<file path="src/rtl/dxp_pkg.sv">
// ============================================================================
// dxp_pkg: shared types and constants for the disparity to XYZ point block
// Holds the fixed widths, register map, view codes, controller states and
// the command and status bundles between the controller and the datapath.
// ============================================================================
package dxp_pkg;

    localparam int MAX_WIDTH  = 4096;
    localparam int MAX_HEIGHT = 4096;

    localparam int CNT_W   = 12;   // column and row counters
    localparam int DIM_W   = 13;   // image width and height
    localparam int DISP_W  = 16;   // disparity, Q12.4
    localparam int BASE_W  = 24;   // baseline, Q8.16
    localparam int OFS_W   = 24;   // camera offsets, Q8.16
    localparam int FOC_W   = 16;   // focal scale, Q4.12
    localparam int ZQ_W    = 40;   // depth before saturation
    localparam int NUM_W   = 54;   // widest dividend
    localparam int DEN_W   = 16;   // widest divisor
    localparam int MAG_W   = 14;   // magnitude of 2j-W or H-2i
    localparam int TMAG_W  = 41;   // clamped tx or ty magnitude
    localparam int SUM_W   = 56;   // offset sums and negations
    localparam int PT_W    = 32;   // output coordinates, Q16.16
    localparam int STEP_W  = 6;    // iteration counter
    localparam int ADDR_W  = 5;
    localparam int DATA_W  = 32;

    localparam logic [STEP_W-1:0] DIV_LAST = STEP_W'(NUM_W - 1);
    localparam logic [STEP_W-1:0] MUL_LAST = STEP_W'(MAG_W - 1);

    typedef enum logic [2:0] {
        REG_WIDTH    = 3'd0,
        REG_HEIGHT   = 3'd1,
        REG_BASELINE = 3'd2,
        REG_FOCAL    = 3'd3,
        REG_OFFSET_X = 3'd4,
        REG_OFFSET_Z = 3'd5,
        REG_MIN_DISP = 3'd6,
        REG_VIEW     = 3'd7
    } reg_idx_t;

    typedef enum logic [1:0] {
        VIEW_FRONT = 2'd0,
        VIEW_RIGHT = 2'd1,
        VIEW_BACK  = 2'd2,
        VIEW_LEFT  = 2'd3
    } view_t;

    typedef enum logic [3:0] {
        ST_IDLE,
        ST_DIV_Z,
        ST_MUL_X,
        ST_DIV_X,
        ST_DIV_FX,
        ST_MUL_Y,
        ST_DIV_Y,
        ST_DIV_FY,
        ST_FINISH
    } state_t;

    // Operand selection for the shared multiply/divide unit.
    typedef enum logic [2:0] {
        SEL_Z,
        SEL_MX,
        SEL_DX,
        SEL_FX,
        SEL_MY,
        SEL_DY,
        SEL_FY
    } sel_t;

    typedef struct packed {
        logic [DIM_W-1:0]  image_width;
        logic [DIM_W-1:0]  image_height;
        logic [BASE_W-1:0] stereo_baseline;
        logic [FOC_W-1:0]  focal_scale;
        logic [OFS_W-1:0]  cam_offset_x;
        logic [OFS_W-1:0]  cam_offset_z;
        logic [DISP_W-1:0] min_disparity;
        logic [1:0]        view_direction;
    } cfg_t;

    typedef struct packed {
        logic capture;
        logic run;
        sel_t sel;
        logic finish;
    } dp_cmd_t;

    typedef struct packed {
        logic in_pix_ok;
        logic unit_done;
        logic out_free;
    } dp_status_t;

endpackage

</file>
<file path="src/rtl/dxp_if.sv">
// ============================================================================
// dxp_if: stream channels of the disparity to XYZ point block
// Pixel input channel and point output channel with valid/ready handshake.
// ============================================================================
interface dxp_in_if;
    logic        valid;
    logic        ready;
    logic [15:0] disparity_value;
    logic        frame_start;

    modport source (output valid, disparity_value, frame_start, input ready);
    modport sink   (input valid, disparity_value, frame_start, output ready);
endinterface

interface dxp_out_if;
    logic               valid;
    logic               ready;
    logic signed [31:0] point_x;
    logic signed [31:0] point_y;
    logic signed [31:0] point_z;
    logic               point_valid;
    logic               frame_end;

    modport source (output valid, point_x, point_y, point_z, point_valid, frame_end,
                    input ready);
    modport sink   (input valid, point_x, point_y, point_z, point_valid, frame_end,
                    output ready);
endinterface

</file>
<file path="src/rtl/disparity_to_xyz_point_top.sv">
// ============================================================================
// disparity_to_xyz_point_top: stereo disparity to 3D point converter
// Turns raster-order disparity pixels into saturated Q16.16 world points.
// ============================================================================
// Sequence: after its transfer, a valid pixel runs through five 54-step
// divisions and two 14-step multiplies on one shared unit, each loaded and
// then handed back to the controller, then a finish state; an invalid pixel
// goes straight to the finish state. Throughput: one pixel at a time; a
// point still waiting on the output holds the finish.
// Reset (rst_n, asynchronous): counters cleared, registers to their defaults.
module disparity_to_xyz_point_top
    import dxp_pkg::*;
(
    input  logic              clk,
    input  logic              rst_n,
    dxp_in_if.sink            in_ch,
    dxp_out_if.source         out_ch,
    input  logic              psel,
    input  logic              penable,
    input  logic              pwrite,
    input  logic [ADDR_W-1:0] paddr,
    input  logic [DATA_W-1:0] pwdata,
    output logic [DATA_W-1:0] prdata,
    output logic              pready
);

    cfg_t       cfg;
    dp_cmd_t    cmd;
    dp_status_t status;

    dxp_regs u_regs (
        .clk     (clk),
        .rst_n   (rst_n),
        .psel    (psel),
        .penable (penable),
        .pwrite  (pwrite),
        .paddr   (paddr),
        .pwdata  (pwdata),
        .prdata  (prdata),
        .pready  (pready),
        .cfg     (cfg)
    );

    dxp_ctrl u_ctrl (
        .clk      (clk),
        .rst_n    (rst_n),
        .in_valid (in_ch.valid),
        .in_ready (in_ch.ready),
        .status   (status),
        .cmd      (cmd)
    );

    dxp_dp u_dp (
        .clk             (clk),
        .rst_n           (rst_n),
        .cfg             (cfg),
        .disparity_value (in_ch.disparity_value),
        .frame_start     (in_ch.frame_start),
        .cmd             (cmd),
        .status          (status),
        .out_valid       (out_ch.valid),
        .out_ready       (out_ch.ready),
        .point_x         (out_ch.point_x),
        .point_y         (out_ch.point_y),
        .point_z         (out_ch.point_z),
        .point_valid     (out_ch.point_valid),
        .frame_end       (out_ch.frame_end)
    );

endmodule

</file>
<file path="src/rtl/dxp_regs.sv">
// ============================================================================
// dxp_regs: configuration register file
// APB-style slave holding the camera and image settings.
// ============================================================================
module dxp_regs
    import dxp_pkg::*;
(
    input  logic              clk,
    input  logic              rst_n,
    input  logic              psel,
    input  logic              penable,
    input  logic              pwrite,
    input  logic [ADDR_W-1:0] paddr,
    input  logic [DATA_W-1:0] pwdata,
    output logic [DATA_W-1:0] prdata,
    output logic              pready,
    output cfg_t              cfg
);

    cfg_t     cfg_reg;
    cfg_t     cfg_next;
    reg_idx_t idx;
    logic     wr_en;

    assign idx    = reg_idx_t'(paddr[ADDR_W-1:2]);
    assign wr_en  = psel && penable && pwrite;
    assign pready = 1'b1;
    assign cfg    = cfg_reg;

    always_comb
    begin
        cfg_next = cfg_reg;
        if (wr_en)
        begin
            unique case (idx)
                REG_WIDTH:    cfg_next.image_width     = pwdata[DIM_W-1:0];
                REG_HEIGHT:   cfg_next.image_height    = pwdata[DIM_W-1:0];
                REG_BASELINE: cfg_next.stereo_baseline = pwdata[BASE_W-1:0];
                REG_FOCAL:    cfg_next.focal_scale     = pwdata[FOC_W-1:0];
                REG_OFFSET_X: cfg_next.cam_offset_x    = pwdata[OFS_W-1:0];
                REG_OFFSET_Z: cfg_next.cam_offset_z    = pwdata[OFS_W-1:0];
                REG_MIN_DISP: cfg_next.min_disparity   = pwdata[DISP_W-1:0];
                REG_VIEW:     cfg_next.view_direction  = pwdata[1:0];
            endcase
        end
    end

    always_comb
    begin
        unique case (idx)
            REG_WIDTH:    prdata = DATA_W'(cfg_reg.image_width);
            REG_HEIGHT:   prdata = DATA_W'(cfg_reg.image_height);
            REG_BASELINE: prdata = DATA_W'(cfg_reg.stereo_baseline);
            REG_FOCAL:    prdata = DATA_W'(cfg_reg.focal_scale);
            REG_OFFSET_X: prdata = DATA_W'(cfg_reg.cam_offset_x);
            REG_OFFSET_Z: prdata = DATA_W'(cfg_reg.cam_offset_z);
            REG_MIN_DISP: prdata = DATA_W'(cfg_reg.min_disparity);
            REG_VIEW:     prdata = DATA_W'(cfg_reg.view_direction);
        endcase
    end

    always_ff @(posedge clk or negedge rst_n)
    begin
        if (!rst_n)
        begin
            cfg_reg.image_width     <= DIM_W'(640);
            cfg_reg.image_height    <= DIM_W'(480);
            cfg_reg.stereo_baseline <= BASE_W'(65536);
            cfg_reg.focal_scale     <= FOC_W'(4096);
            cfg_reg.cam_offset_x    <= '0;
            cfg_reg.cam_offset_z    <= '0;
            cfg_reg.min_disparity   <= DISP_W'(16);
            cfg_reg.view_direction  <= VIEW_FRONT;
        end
        else
        begin
            cfg_reg <= cfg_next;
        end
    end

endmodule

</file>
<file path="src/rtl/dxp_ctrl.sv">
// ============================================================================
// dxp_ctrl: sequencing controller
// Walks one pixel through depth, X and Y operations on the shared unit.
// ============================================================================
module dxp_ctrl
    import dxp_pkg::*;
(
    input  logic       clk,
    input  logic       rst_n,
    input  logic       in_valid,
    output logic       in_ready,
    input  dp_status_t status,
    output dp_cmd_t    cmd
);

    state_t state_reg;
    state_t state_next;

    always_comb
    begin
        state_next = state_reg;
        unique case (state_reg)
            ST_IDLE:
            begin
                if (in_valid)
                    state_next = status.in_pix_ok ? ST_DIV_Z : ST_FINISH;
            end
            ST_DIV_Z:  if (status.unit_done) state_next = ST_MUL_X;
            ST_MUL_X:  if (status.unit_done) state_next = ST_DIV_X;
            ST_DIV_X:  if (status.unit_done) state_next = ST_DIV_FX;
            ST_DIV_FX: if (status.unit_done) state_next = ST_MUL_Y;
            ST_MUL_Y:  if (status.unit_done) state_next = ST_DIV_Y;
            ST_DIV_Y:  if (status.unit_done) state_next = ST_DIV_FY;
            ST_DIV_FY: if (status.unit_done) state_next = ST_FINISH;
            ST_FINISH: if (status.out_free) state_next = ST_IDLE;
            default:   state_next = ST_IDLE;
        endcase
    end

    always_comb
    begin
        in_ready    = 1'b0;
        cmd.capture = 1'b0;
        cmd.run     = 1'b0;
        cmd.sel     = SEL_Z;
        cmd.finish  = 1'b0;
        unique case (state_reg)
            ST_IDLE:
            begin
                in_ready    = 1'b1;
                cmd.capture = in_valid;
            end
            ST_DIV_Z:  begin cmd.run = 1'b1; cmd.sel = SEL_Z;  end
            ST_MUL_X:  begin cmd.run = 1'b1; cmd.sel = SEL_MX; end
            ST_DIV_X:  begin cmd.run = 1'b1; cmd.sel = SEL_DX; end
            ST_DIV_FX: begin cmd.run = 1'b1; cmd.sel = SEL_FX; end
            ST_MUL_Y:  begin cmd.run = 1'b1; cmd.sel = SEL_MY; end
            ST_DIV_Y:  begin cmd.run = 1'b1; cmd.sel = SEL_DY; end
            ST_DIV_FY: begin cmd.run = 1'b1; cmd.sel = SEL_FY; end
            ST_FINISH: cmd.finish = status.out_free;
            default:   cmd.finish = 1'b0;
        endcase
    end

    always_ff @(posedge clk or negedge rst_n)
    begin
        if (!rst_n)
            state_reg <= ST_IDLE;
        else
            state_reg <= state_next;
    end

endmodule

</file>
<file path="src/rtl/dxp_dp.sv">
// ============================================================================
// dxp_dp: pixel datapath
// Pixel counters, a shared bit-serial multiply/restoring divide unit, and
// the offset, rotation and saturation stage feeding the output register.
// ============================================================================
module dxp_dp
    import dxp_pkg::*;
(
    input  logic                clk,
    input  logic                rst_n,
    input  cfg_t                cfg,
    input  logic [DISP_W-1:0]   disparity_value,
    input  logic                frame_start,
    input  dp_cmd_t             cmd,
    output dp_status_t          status,
    output logic                out_valid,
    input  logic                out_ready,
    output logic signed [PT_W-1:0] point_x,
    output logic signed [PT_W-1:0] point_y,
    output logic signed [PT_W-1:0] point_z,
    output logic                point_valid,
    output logic                frame_end
);

    localparam logic [DIM_W-1:0] MAX_W_C = DIM_W'(MAX_WIDTH);
    localparam logic [DIM_W-1:0] MAX_H_C = DIM_W'(MAX_HEIGHT);
    localparam logic [NUM_W-1:0] LIM40   = NUM_W'(64'd1 << 40);

    // Effective configuration
    logic [DIM_W-1:0] w_eff, h_eff;
    logic [FOC_W-1:0] f_eff;

    always_comb
    begin
        priority if (cfg.image_width == '0) w_eff = DIM_W'(1);
        else if (cfg.image_width > MAX_W_C) w_eff = MAX_W_C;
        else w_eff = cfg.image_width;
        priority if (cfg.image_height == '0) h_eff = DIM_W'(1);
        else if (cfg.image_height > MAX_H_C) h_eff = MAX_H_C;
        else h_eff = cfg.image_height;
        f_eff = (cfg.focal_scale == '0) ? FOC_W'(1) : cfg.focal_scale;
    end

    // Pixel capture and counters
    logic [CNT_W-1:0]  col_reg, col_next, row_reg, row_next;
    logic [CNT_W-1:0]  col_cur, row_cur;
    logic              pix_ok;
    logic              col_wrap, row_wrap;
    logic [DISP_W-1:0] disp_reg;
    logic              valid_reg, fend_reg;
    logic [ZQ_W-1:0]   numz_reg;
    logic signed [MAG_W:0] dx_reg, dy_reg;

    assign col_cur  = frame_start ? '0 : col_reg;
    assign row_cur  = frame_start ? '0 : row_reg;
    assign pix_ok   = (disparity_value != '0) && (disparity_value >= cfg.min_disparity);
    assign col_wrap = {1'b0, col_cur} >= (w_eff - DIM_W'(1));
    assign row_wrap = {1'b0, row_cur} >= (h_eff - DIM_W'(1));

    always_comb
    begin
        col_next = col_reg;
        row_next = row_reg;
        if (cmd.capture)
        begin
            if (col_wrap)
            begin
                col_next = '0;
                row_next = row_wrap ? '0 : row_cur + CNT_W'(1);
            end
            else
            begin
                col_next = col_cur + CNT_W'(1);
                row_next = row_cur;
            end
        end
    end

    always_ff @(posedge clk or negedge rst_n)
    begin
        if (!rst_n)
        begin
            col_reg <= '0;
            row_reg <= '0;
        end
        else
        begin
            col_reg <= col_next;
            row_reg <= row_next;
        end
    end

    always_ff @(posedge clk)
    begin
        if (cmd.capture)
        begin
            disp_reg  <= disparity_value;
            valid_reg <= pix_ok;
            fend_reg  <= col_wrap && row_wrap;
            numz_reg  <= {ZQ_W'(w_eff) * ZQ_W'(cfg.stereo_baseline)} << 3;
            dx_reg    <= $signed({2'b00, col_cur, 1'b0}) - $signed({2'b00, w_eff});
            dy_reg    <= $signed({2'b00, h_eff}) - $signed({2'b00, row_cur, 1'b0});
        end
    end

    // Shared multiply/divide unit
    logic              active_reg, active_next;
    logic              done_reg, done_next;
    logic              is_div_reg;
    sel_t              sel_reg;
    logic [STEP_W-1:0] cnt_reg;
    logic [NUM_W-1:0]  quo_reg, acc_reg, mcand_reg;
    logic [DEN_W-1:0]  rem_reg, den_reg;
    logic [MAG_W-1:0]  mplier_reg;
    logic              sign_reg;
    logic              load;
    logic              last;
    logic [DEN_W:0]    rem_sh;
    logic              qbit;
    logic [DEN_W-1:0]  rem_step;
    logic [NUM_W-1:0]  quo_step, acc_step;
    logic [NUM_W-1:0]  ld_num;
    logic [DEN_W-1:0]  ld_den;
    logic signed [MAG_W:0] ld_diff;
    logic [MAG_W-1:0]  ld_mag;

    logic [ZQ_W-1:0]        zq_reg;
    logic [NUM_W-1:0]       prod_reg;
    logic [TMAG_W-1:0]      tmag_reg;
    logic signed [NUM_W-1:0] xq_reg, yq_reg;

    assign load = cmd.run && !active_reg && !done_reg;
    assign last = active_reg && (cnt_reg == (is_div_reg ? DIV_LAST : MUL_LAST));

    assign rem_sh   = {rem_reg, quo_reg[NUM_W-1]};
    assign qbit     = rem_sh >= {1'b0, den_reg};
    assign rem_step = qbit ? DEN_W'(rem_sh - {1'b0, den_reg}) : rem_sh[DEN_W-1:0];
    assign quo_step = {quo_reg[NUM_W-2:0], qbit};
    assign acc_step = mplier_reg[0] ? acc_reg + mcand_reg : acc_reg;

    always_comb
    begin
        ld_diff = (cmd.sel == SEL_MX) ? dx_reg : dy_reg;
        ld_mag  = ld_diff[MAG_W] ? MAG_W'(-ld_diff) : ld_diff[MAG_W-1:0];
        ld_num  = '0;
        ld_den  = DEN_W'(1);
        unique case (cmd.sel)
            SEL_Z:
            begin
                ld_num = NUM_W'(numz_reg);
                ld_den = disp_reg;
            end
            SEL_DX:
            begin
                ld_num = prod_reg;
                ld_den = DEN_W'({w_eff, 1'b0});
            end
            SEL_DY:
            begin
                ld_num = prod_reg;
                ld_den = DEN_W'({h_eff, 1'b0});
            end
            SEL_FX, SEL_FY:
            begin
                ld_num = NUM_W'({tmag_reg, 12'b0});
                ld_den = f_eff;
            end
            default:
            begin
                ld_num = '0;
                ld_den = DEN_W'(1);
            end
        endcase
    end

    always_comb
    begin
        active_next = active_reg;
        done_next   = 1'b0;
        if (load)
            active_next = 1'b1;
        else if (last)
        begin
            active_next = 1'b0;
            done_next   = 1'b1;
        end
    end

    always_ff @(posedge clk or negedge rst_n)
    begin
        if (!rst_n)
        begin
            active_reg <= 1'b0;
            done_reg   <= 1'b0;
        end
        else
        begin
            active_reg <= active_next;
            done_reg   <= done_next;
        end
    end

    always_ff @(posedge clk)
    begin
        if (load)
        begin
            sel_reg    <= cmd.sel;
            is_div_reg <= !(cmd.sel == SEL_MX || cmd.sel == SEL_MY);
            cnt_reg    <= '0;
            quo_reg    <= ld_num;
            rem_reg    <= '0;
            den_reg    <= ld_den;
            acc_reg    <= '0;
            mcand_reg  <= NUM_W'(zq_reg);
            mplier_reg <= ld_mag;
            if (cmd.sel == SEL_MX || cmd.sel == SEL_MY)
                sign_reg <= ld_diff[MAG_W];
        end
        else if (active_reg)
        begin
            cnt_reg <= cnt_reg + STEP_W'(1);
            if (is_div_reg)
            begin
                quo_reg <= quo_step;
                rem_reg <= rem_step;
            end
            else
            begin
                acc_reg    <= acc_step;
                mcand_reg  <= {mcand_reg[NUM_W-2:0], 1'b0};
                mplier_reg <= {1'b0, mplier_reg[MAG_W-1:1]};
            end
            if (last)
            begin
                unique case (sel_reg)
                    SEL_Z:          zq_reg   <= quo_step[ZQ_W-1:0];
                    SEL_MX, SEL_MY: prod_reg <= acc_step;
                    SEL_DX, SEL_DY: tmag_reg <= (quo_step > LIM40) ?
                                                TMAG_W'(LIM40) : quo_step[TMAG_W-1:0];
                    SEL_FX:         xq_reg   <= sign_reg ? -$signed(quo_step)
                                                         : $signed(quo_step);
                    SEL_FY:         yq_reg   <= sign_reg ? -$signed(quo_step)
                                                         : $signed(quo_step);
                    default:        zq_reg   <= zq_reg;
                endcase
            end
        end
    end

    // Offsets, view rotation, saturation
    function automatic logic signed [PT_W-1:0] sat32(input logic signed [SUM_W-1:0] v);
        logic signed [SUM_W-1:0] hi;
        logic signed [SUM_W-1:0] lo;
        hi = SUM_W'(32'sh7FFF_FFFF);
        lo = -SUM_W'(64'sh8000_0000);
        if (v > hi)
            return 32'sh7FFF_FFFF;
        else if (v < lo)
            return 32'sh8000_0000;
        else
            return v[PT_W-1:0];
    endfunction

    logic signed [SUM_W-1:0] x_sum, y_sum, z_sum;
    logic signed [SUM_W-1:0] rx, ry, rz;
    logic                    out_valid_reg;
    logic signed [PT_W-1:0]  px_reg, py_reg, pz_reg;
    logic                    pv_reg, fe_reg;

    always_comb
    begin
        x_sum = SUM_W'(xq_reg) + SUM_W'($signed(cfg.cam_offset_x));
        y_sum = SUM_W'(yq_reg);
        z_sum = $signed({{(SUM_W-ZQ_W){1'b0}}, zq_reg}) + SUM_W'($signed(cfg.cam_offset_z));
        unique case (view_t'(cfg.view_direction))
            VIEW_FRONT: begin rx = x_sum;  rz = z_sum;  end
            VIEW_RIGHT: begin rx = z_sum;  rz = -x_sum; end
            VIEW_BACK:  begin rx = -x_sum; rz = -z_sum; end
            VIEW_LEFT:  begin rx = -z_sum; rz = x_sum;  end
        endcase
        ry = y_sum;
    end

    always_ff @(posedge clk or negedge rst_n)
    begin
        if (!rst_n)
            out_valid_reg <= 1'b0;
        else if (cmd.finish)
            out_valid_reg <= 1'b1;
        else if (out_ready)
            out_valid_reg <= 1'b0;
    end

    always_ff @(posedge clk)
    begin
        if (cmd.finish)
        begin
            px_reg <= valid_reg ? sat32(rx) : '0;
            py_reg <= valid_reg ? sat32(ry) : '0;
            pz_reg <= valid_reg ? sat32(rz) : '0;
            pv_reg <= valid_reg;
            fe_reg <= fend_reg;
        end
    end

    assign status.in_pix_ok = pix_ok;
    assign status.unit_done = done_reg;
    assign status.out_free  = !out_valid_reg || out_ready;

    assign out_valid   = out_valid_reg;
    assign point_x     = px_reg;
    assign point_y     = py_reg;
    assign point_z     = pz_reg;
    assign point_valid = pv_reg;
    assign frame_end   = fe_reg;

endmodule

</file>
<file path="src/flat_wrapper.sv">
// flat-port wrapper written by rule: the top's interface ports become plain ports
module disparity_to_xyz_point_top_flat import dxp_pkg::*;
  (clk, rst_n, psel, penable, pwrite, paddr, pwdata, prdata, pready, in_ch_valid, in_ch_disparity_value, in_ch_frame_start, in_ch_ready, out_ch_valid, out_ch_point_x, out_ch_point_y, out_ch_point_z, out_ch_point_valid, out_ch_frame_end, out_ch_ready);
  dxp_in_if in_ch_i ();
  dxp_out_if out_ch_i ();
  input  logic clk;
  input  logic rst_n;
  input  logic psel;
  input  logic penable;
  input  logic pwrite;
  input  logic [ADDR_W-1:0] paddr;
  input  logic [DATA_W-1:0] pwdata;
  output logic [DATA_W-1:0] prdata;
  output logic pready;
  input wire logic [$bits(in_ch_i.valid)-1:0] in_ch_valid;
  input wire logic [$bits(in_ch_i.disparity_value)-1:0] in_ch_disparity_value;
  input wire logic [$bits(in_ch_i.frame_start)-1:0] in_ch_frame_start;
  output wire logic [$bits(in_ch_i.ready)-1:0] in_ch_ready;
  output wire logic [$bits(out_ch_i.valid)-1:0] out_ch_valid;
  output wire logic [$bits(out_ch_i.point_x)-1:0] out_ch_point_x;
  output wire logic [$bits(out_ch_i.point_y)-1:0] out_ch_point_y;
  output wire logic [$bits(out_ch_i.point_z)-1:0] out_ch_point_z;
  output wire logic [$bits(out_ch_i.point_valid)-1:0] out_ch_point_valid;
  output wire logic [$bits(out_ch_i.frame_end)-1:0] out_ch_frame_end;
  input wire logic [$bits(out_ch_i.ready)-1:0] out_ch_ready;
  assign in_ch_i.valid = in_ch_valid;
  assign in_ch_i.disparity_value = in_ch_disparity_value;
  assign in_ch_i.frame_start = in_ch_frame_start;
  assign in_ch_ready = in_ch_i.ready;
  assign out_ch_valid = out_ch_i.valid;
  assign out_ch_point_x = out_ch_i.point_x;
  assign out_ch_point_y = out_ch_i.point_y;
  assign out_ch_point_z = out_ch_i.point_z;
  assign out_ch_point_valid = out_ch_i.point_valid;
  assign out_ch_frame_end = out_ch_i.frame_end;
  assign out_ch_i.ready = out_ch_ready;
  disparity_to_xyz_point_top u_core (.clk(clk), .rst_n(rst_n), .in_ch(in_ch_i), .out_ch(out_ch_i), .psel(psel), .penable(penable), .pwrite(pwrite), .paddr(paddr), .pwdata(pwdata), .prdata(prdata), .pready(pready));
endmodule
</file>
<file path="config.mk">
export PLATFORM = sky130hd
export DESIGN_NAME = disparity_to_xyz_point_top_flat
export DESIGN_NICKNAME = d
export VERILOG_FILES = /design/src/rtl/dxp_pkg.sv /design/src/rtl/dxp_if.sv /design/src/rtl/disparity_to_xyz_point_top.sv /design/src/rtl/dxp_regs.sv /design/src/rtl/dxp_ctrl.sv /design/src/rtl/dxp_dp.sv /design/src/flat_wrapper.sv
export SDC_FILE = /design/constraint.sdc
export NUM_CORES = 2
export LEC_CHECK = 0
export ABC_AREA = 0
export BUFFER_PORTS_ARGS = -buffer_cell sky130_fd_sc_hd__buf_2
export CAP_MARGIN = 20
export CORE_ASPECT_RATIO = 2
export CORE_MARGIN = 2
export CORE_UTILIZATION = 25
export DETAILED_ROUTE_END_ITERATION = 6
export HOLD_SLACK_MARGIN = 0.08
export PLACE_DENSITY = 0.4
export REMOVE_ABC_BUFFERS = 1
export SLEW_MARGIN = 20
export SYNTH_ARGS = -nofsm -noshare
export SYNTH_HDL_FRONTEND = slang
export SYNTH_SLANG_ARGS = --single-unit
</file>
<file path="constraint.sdc">
create_clock -name clk -period 8.8 [get_ports clk]
set_clock_uncertainty 0.15 [all_clocks]
set_input_delay 1.32 -clock clk [delete_from_list [all_inputs] [get_ports clk]]
set_output_delay 1.32 -clock clk [all_outputs]
set_load 0.01 [all_outputs]
</file>
### Word level (Yosys, flattened, before mapping)

Cells that the tools add are included.

| operators by class | value |
|---|---|
| add/subtract/negate cells | 15 |
| multiply operators | 1 |
| order comparisons | 13 |
| equality and inequality tests | 41 |
| muxes and demuxes | 57 |
| bitwise gates (word level) | 3 |
| reduce and logical (&&, ||, !) cells | 52 |

Operators with widths:

| kind | number |
|---|---|
| 56-bit one-hot mux with 4 select lines | 2 |
| 54-bit two-way mux | 5 |
| 32-bit one-hot mux with 8 select lines | 1 |
| 54-bit one-hot mux with 3 select lines | 1 |
| 40-bit two-way mux | 3 |
| 56-bit by 32-bit > comparator with 1-bit output, second input constant | 2 |
| 56-bit by 32-bit less-than comparator with 1-bit output, second input constant | 2 |
| 32-bit two-way mux | 3 |
| 31-bit two-way mux | 3 |
| 16-bit one-hot mux with 4 select lines | 1 |
| 12-bit two-way mux | 5 |
| 14-bit two-way mux | 4 |
| 42-bit negator with 56-bit output | 1 |
| 55-bit negator with 56-bit output | 1 |
| 54-bit by 24-bit adder with 55-bit output | 1 |
| 54-bit adder | 1 |
| 54-bit by 32-bit > comparator with 1-bit output, second input constant | 1 |
| 54-bit by 41-bit > comparator with 1-bit output, second input constant | 1 |
| 54-bit by 32-bit less-than comparator with 1-bit output, second input constant | 1 |
| 54-bit negator | 1 |
| 13-bit two-way mux | 4 |
| 41-bit by 24-bit adder with 42-bit output | 1 |
| 4-bit two-way mux | 10 |
| 13-bit by 24-bit multiplier with 37-bit output | 1 |
| 43 further kinds | 126 |

| storage, ports and cells | value |
|---|---|
| flip-flop bits (word level) | 808 |
| input bits | 61 |
| output and inout port bits | 133 |
| word-level logic and storage cells | 226 |

### Longest topological paths before layout

| logic depth | value |
|---|---|
| depth in word-level cells | 7 |
| mapped depth | 33 |
| mapped depth without buffers | 30 |

### By module

A second synthesis with hierarchy kept.

| unflattened totals | value |
|---|---|
| cells, all modules | 6646 |
| area, all modules | 62831.5 um^2 |

By module, submodules not included:

| module | times used | cells an instance | area an instance (um^2) | sequential area each (um^2) |
|---|---|---|---|---|
| dxp_dp | 1 | 6166 | 56424.1 | 19083.3 |
| dxp_regs | 1 | 446 | 6125.9 | 3314.4 |
| dxp_ctrl | 1 | 34 | 281.5 | 100.1 |

### Least setup slack after synthesis

Ideal clock, no wire load.

| timing path | value |
|---|---|
| path kind | register -> register |
| start | reg u_core.u_regs.cfg_reg (netlist bit u_core.u_regs.cfg[131]) |
| end | reg u_core.u_dp.numz_reg[38], data pin |
| setup time | 257 ps |
| arrival | 7285 ps |
| data required time | 8393 ps |
| path slack | 1107 ps |
| cell stages (with the launch flop) | 31 |
| buffers on the path | 4 |
| clock period less this slack | 7693 ps |
| cells stage by stage | dfrtp_1 > clkbuf_1 > clkbuf_1 > nor2b_1 > clkbuf_1 > buf_1 > nand2_1 > fa_1 > inv_1 > fa_1 > inv_1 > fa_1 > inv_1 > fa_1 > fa_1 > ha_1 > a21oi_1 > o21ai_0 > a41oi_1 > a211oi_1 > a2111o_1 > a31oi_1 > a211o_1 > o21ai_0 > o21a_1 > o21ai_0 > a21oi_1 > a2111oi_0 > o21bai_1 > a21o_1 > xor2_1 |

| on the way | value |
|---|---|
| longest elaborated chain between the ends | 4 |
| elaborated cells between the ends (all ways) | 5 |
| classes of those cells | mul: 1; order compare: 1; mux: 2; reduce/logical: 1 |

RTL lines:

| what | RTL line | source |
|---|---|---|
| from (decl) | dxp_regs.sv:20 | `cfg_t cfg_reg;` |
| from (signal assigned) | dxp_regs.sv:77 | `cfg_reg <= cfg_next;` |
| 13-bit > comparator | dxp_dp.sv:36 | `else if (cfg.image_width > MAX_W_C) w_eff = MAX_W_C;` |
| 13-bit two-way mux | dxp_dp.sv:36 |  |
| 13-bit two-way mux (*) | dxp_dp.sv:35 | `priority if (cfg.image_width == '0) w_eff = DIM_W'(1);` |
| 13-bit by 24-bit multiplier with 37-bit output (*) | dxp_dp.sv:100 | `numz_reg <= {ZQ_W'(w_eff) * ZQ_W'(cfg.stereo_baseline)} << 3;` |
| to (signal assigned) | dxp_dp.sv:100 |  |
| to (decl) | dxp_dp.sv:51 | `logic [ZQ_W-1:0] numz_reg;` |

Mark *: on every way between the ends. The rest lies on a longest branch, timed or not.
A chain may end at the register's enable or synchronous reset.

### Final worst setup path

| timing path | value |
|---|---|
| start | reg u_core.u_regs.cfg_reg (netlist bit u_core.u_regs.cfg[42]) |
| end | reg u_core.u_dp.px_reg[3], in the netlist u_core.u_dp.point_x[3], data pin |

| on the way | value |
|---|---|
| longest elaborated chain between the ends | 6 |
| elaborated cells between the ends (all ways) | 7 |
| classes of those cells | add/sub: 2; order compare: 2; mux: 3 |

RTL lines:

| what | RTL line | source |
|---|---|---|
| 54-bit by 24-bit adder with 55-bit output (*) | dxp_dp.sv:272 | `x_sum = SUM_W'(xq_reg) + SUM_W'($signed(cfg.cam_offset_x));` |
| 55-bit negator with 56-bit output | dxp_dp.sv:278 | `VIEW_BACK: begin rx = -x_sum; rz = -z_sum; end` |
| 56-bit one-hot mux with 4 select lines (*) | dxp_dp.sv:275 | `unique case (view_t'(cfg.view_direction))` |
| 56-bit by 32-bit less-than comparator with 1-bit output | dxp_dp.sv:258 | `else if (v < lo)` |
| 32-bit two-way mux | dxp_dp.sv:258 |  |
| 31-bit two-way mux (*) | dxp_dp.sv:256 | `if (v > hi)` |
| to (signal assigned) | dxp_dp.sv:298 | `px_reg <= valid_reg ? sat32(rx) : '0;` |
| to (decl) | dxp_dp.sv:267 | `logic signed [PT_W-1:0] px_reg, py_reg, pz_reg;` |

Marks and branches as above.

==> impl_metrics.py <==
metrics = {
    "floorplanning": {
        "fp.dieArea_um2": 247000,
        "die_x_um": 353,
        "start_util_pct": 25.1,
        "core_area_um2": 242000,
        "ioPinCount": 194,
        "rows": 256,
        "die_h_um": 701,
    },
    "logic_synthesis": {
        "synth_cell_types": 117,
        "ys.flop_type": "edfxtp_1",
        "synthDominantCellAreaShare_pct": 27.3,
        "synth.area.top_cells": "edfxtp_1, fa_1, ha_1",
        "syn_area_per_cell_um2": 9.51,
        "ys_ff_latch": 806,
        "async_flop_share_pct": 20.2,
        "syn_inst": 6391,
        "yosys.area.top_type": "edfxtp_1",
        "ys_seq_area_share_pct": 37.0,
        "synth_enable_flop_cells": 553,
        "ys_warn_count": 0,
        "netlist_area_um2": 60800,
    },
    "worst_setup_path": {
        "crit_slowest_cell": "nor4b_1",
        "critPathMostFrequentCell": "nand3b_1",
        "r2r_slack_ps": 580,
        "worstPathArrival_ps": 8520,
        "r2r_end": "u_core.u_dp.point_x[3]$_SDFFCE_PN0P_",
        "crit_buf_inv": 2,
        "cp_top_family": "simple AND/OR/NAND/NOR gates",
        "reg2reg_from": "u_core.u_regs.cfg[42]$_DFFE_PN0P_",
        "crit_path_max_incr_delay_ps": 810,
        "path_class": "reg -> reg",
        "worstRegToRegCells": 21,
        "critPathMaxFanout": 31,
        "cp-start-kind": "flip-flop",
        "crit_chain": "ha_1 > inv_1 > fa_1 > nor2b_4 > o31a_4 > a21oi_1 > nand3b_1 > nand3b_1 > nor3_1 > nor4b_1 > nand3_1 > or2_2 > or4_1 > nand2_1 > xnor2_1 > o21ai_0 > nand4b_1 > nor4_1 > a31oi_2 > buf_12 > o41ai_1",
        "required_ps": 9100,
        "endpoint_kind": "flip-flop",
    },
    "place": {
        "dpl_cell_area_um2": 66000,
        "globalplace.congestion": 0.899,
        "portBuffers": 174,
        "place_inst": 9631,
        "dp_hpwl_um": 194000,
    },
    "power": {
        "p_leak_nw": 27.8,
        "p_total_w": 0.0188,
        "p_switching_w": 0.00820,
        "comb_power_share_pct": 49.5,
        "pwr-share-clk_pct": 19.8,
        "internal-power_w": 0.0106,
        "p_seq_share_pct": 30.7,
        "p_sw_share_pct": 43.6,
        "max-vdd-ir-drop_mv": 0.217,
        "p_per_area_nw_per_um2": 273,
    },
    "grt": {
        "grt_overflow": 0,
        "grt_pass1_vias": 51900,
        "antenna_found_initial": 16,
        "grtUsageTotal_pct": 19.2,
        "grt_pass1_wl_um": 353000,
        "grt_max_degree": 102,
    },
    "drt": {
        "wl_um": 242000,
        "dr.pass1.iters": 7,
        "vias": 49600,
        "postRouteAntennaNets": 0,
        "via_per_inst": 5.07,
        "drc_errors": 7,
        "wl_per_cell_um": 24.7,
        "drt_iter0_drc": 3121,
    },
    "finish": {
        "layout.cells.non_filler": 9795,
        "post-route-cell-area_um2": 68800,
        "n_fill_cell": 25600,
        "drive_above_1_share_pct": 12.8,
        "nNetsFinal": 7121,
        "synthToLayoutAreaGrowth_pct": 13.3,
        "largest_register_ff_count": 132,
    },
    "timing": {
        "finalCritPeriodShare_pct": 93.4,
        "fmaxAchievable_mhz": 122,
        "fin_crit_ps": 8220,
        "tns_ps": 0,
        "setup_viol": 0,
        "hold_viol": 0,
        "report.final.slew_viol_count": 0,
        "worst_pin_slew_ps": 1170,
        "rsz0062_at_grt": "false",
        "relSlewSlack_pct": 21.8,
    },
    "clock_tree": {
        "ctsLongestPathBuffers": 3,
        "ctsResizeCount": 0,
        "ctsHoldBuffers": 0,
        "cts_buffers": 83,
        "clkTransAtPathRegs_ps": 70,
        "clock-root-buffer": "clkbuf_16",
        "postCtsSetupRepairBufs": 0,
        "cts_tree": "yes",
        "cts_sinks": 806,
        "insertion_delay_ps": 710,
        "htree_num_levels": 3,
    },
    "worst_hold_path": {
        "hold_path_depth": 2,
        "hold_end": "u_core.u_dp.acc_reg[47]$_SDFFE_PP0P_",
        "min_path_type": "reg -> reg",
        "hold_start": "u_core.u_dp.acc_reg[47]$_SDFFE_PP0P_",
    },
    "flow_run": {
        "drv_cap": 0,
    },
    "outcome": {
        "status": "finished with violations",
        "violations": "design-rule violations",
    },
}
==> cell families after synthesis <==
group | count (synthesis) | synth area share (%)
compound gates | 1512 | 16.6
buf+inv | 790 | 5.03
xor+xnor | 285 | 4.13
mux | 273 | 5.46
fa+ha+maj | 568 | 14.8
simple gates | 2155 | 17.0
flops | 806 | 37.0
other cells | 2 | 0.0124
==> through the flow <==
stage | utilization, % | setup slack, ps | hold slack [ps]
after CTS | 28.4 | 525 | 329
final | 28.4 | 577 | 324
after global routing | 28.4 | 133 | 347
after detailed placement | 27.2 | 559 | 316
after global placement | 27.2 | 384 | 296
after floorplan | - | -2690 | 250
==> power groups by stage <==
stage,clock network (W),logic [W],registers [W]
after global routing,0.00396,0.0103,0.00583
after CTS,0.00385,0.00937,0.00577
after detailed placement,0,0.00933,0.00584
after floorplan,0,0.00630,0.00555
after global placement,0,0.00926,0.00584
final,0.00373,0.00930,0.00577
==> cell usage after synthesis, drive strengths merged, types with 15 or more instances <==
library cell / n
nand2: 859
edfxtp: 553
inv: 436
o21ai: 394
nor2: 375
a21oi: 350
ha: 320
clkbuf: 275
fa: 248
xnor2: 198
mux2: 167
and2: 161
nand3: 157
dfrtp: 154
a21o: 147
nor3: 133
dfxtp: 90
xor2: 87
buf: 78
mux2i: 76
nor2b: 71
and3: 62
o31ai: 60
nand2b: 58
nand4: 57
nor4: 52
o211ai: 49
a31oi: 45
a22o: 44
or3: 42
a221oi: 40
a211oi: 38
a222oi: 38
o21a: 33
mux4: 30
o22ai: 28
or2: 28
or4: 25
o21bai: 23
nor3b: 20
a211o: 18
a21boi: 17
o31a: 16
and4: 15
o41ai: 15
==> area by class of cell <==
class	instances	area (um2)	area share, %
clock inverters	53	518	0.753
well taps	3225	4040	5.86
flip-flops and latches	806	22500	32.7
repair buffers	362	2400	3.49
diodes	10	25.0	0.0364
inverters	437	1650	2.40
multi-input cells	4802	35500	51.5
clock buffers	100	2230	3.24
==> per-layer routing <==
| metal | part of all wire, % | GRT usage, % | vias to the layer above |
|---|---|---|---|
| li1 | - | - | 23100 |
| met1 | 35 | 19.2 | 24800 |
| met2 | 56 | 38.8 | 1250 |
| met3 | 3.0 | 1.69 | 464 |
| met4 | 5.7 | 9.77 | 4 |
| met5 | 0.011 | 0 | - |
==> tightest hold or removal path: stages (launching register included) <==
cell	delay [ps]
dfxtp_1	320
nand3_1	60
nand2_1	50
==> placed cells by master (no fill, tap or decap), types with 167 or more instances in the layout <==
cell type,count
nor2_1,366
xnor2_1,197
buf_2,173
buf_4,179
mux2_2,167
edfxtp_1,553
ha_1,320
o21ai_0,363
fa_1,248
a21oi_1,344
inv_1,429
nand2_1,857
==> worst max path at each step <==
stage                                                   from                                   end  slack (ps)  cells past startpoint
after floorplan             u_core.u_regs.cfg[0]$_DFFE_PN0P_  u_core.u_dp.point_z[7]$_SDFFCE_PN0P_       -2690                     11
after global placement    u_core.u_regs.cfg[131]$_DFFE_PN0P_    u_core.u_dp.numz_reg[38]$_DFFE_PP_         380                     32
after detailed placement  u_core.u_regs.cfg[131]$_DFFE_PN0P_    u_core.u_dp.numz_reg[38]$_DFFE_PP_         560                     28
after CTS                 u_core.u_regs.cfg[131]$_DFFE_PN0P_    u_core.u_dp.numz_reg[38]$_DFFE_PP_         520                     32
after global routing      u_core.u_regs.cfg[131]$_DFFE_PN0P_    u_core.u_dp.numz_reg[38]$_DFFE_PP_         130                     31
final                      u_core.u_regs.cfg[42]$_DFFE_PN0P_  u_core.u_dp.point_x[3]$_SDFFCE_PN0P_         580                     21
Note: power is estimated with default switching activity, not from simulation.
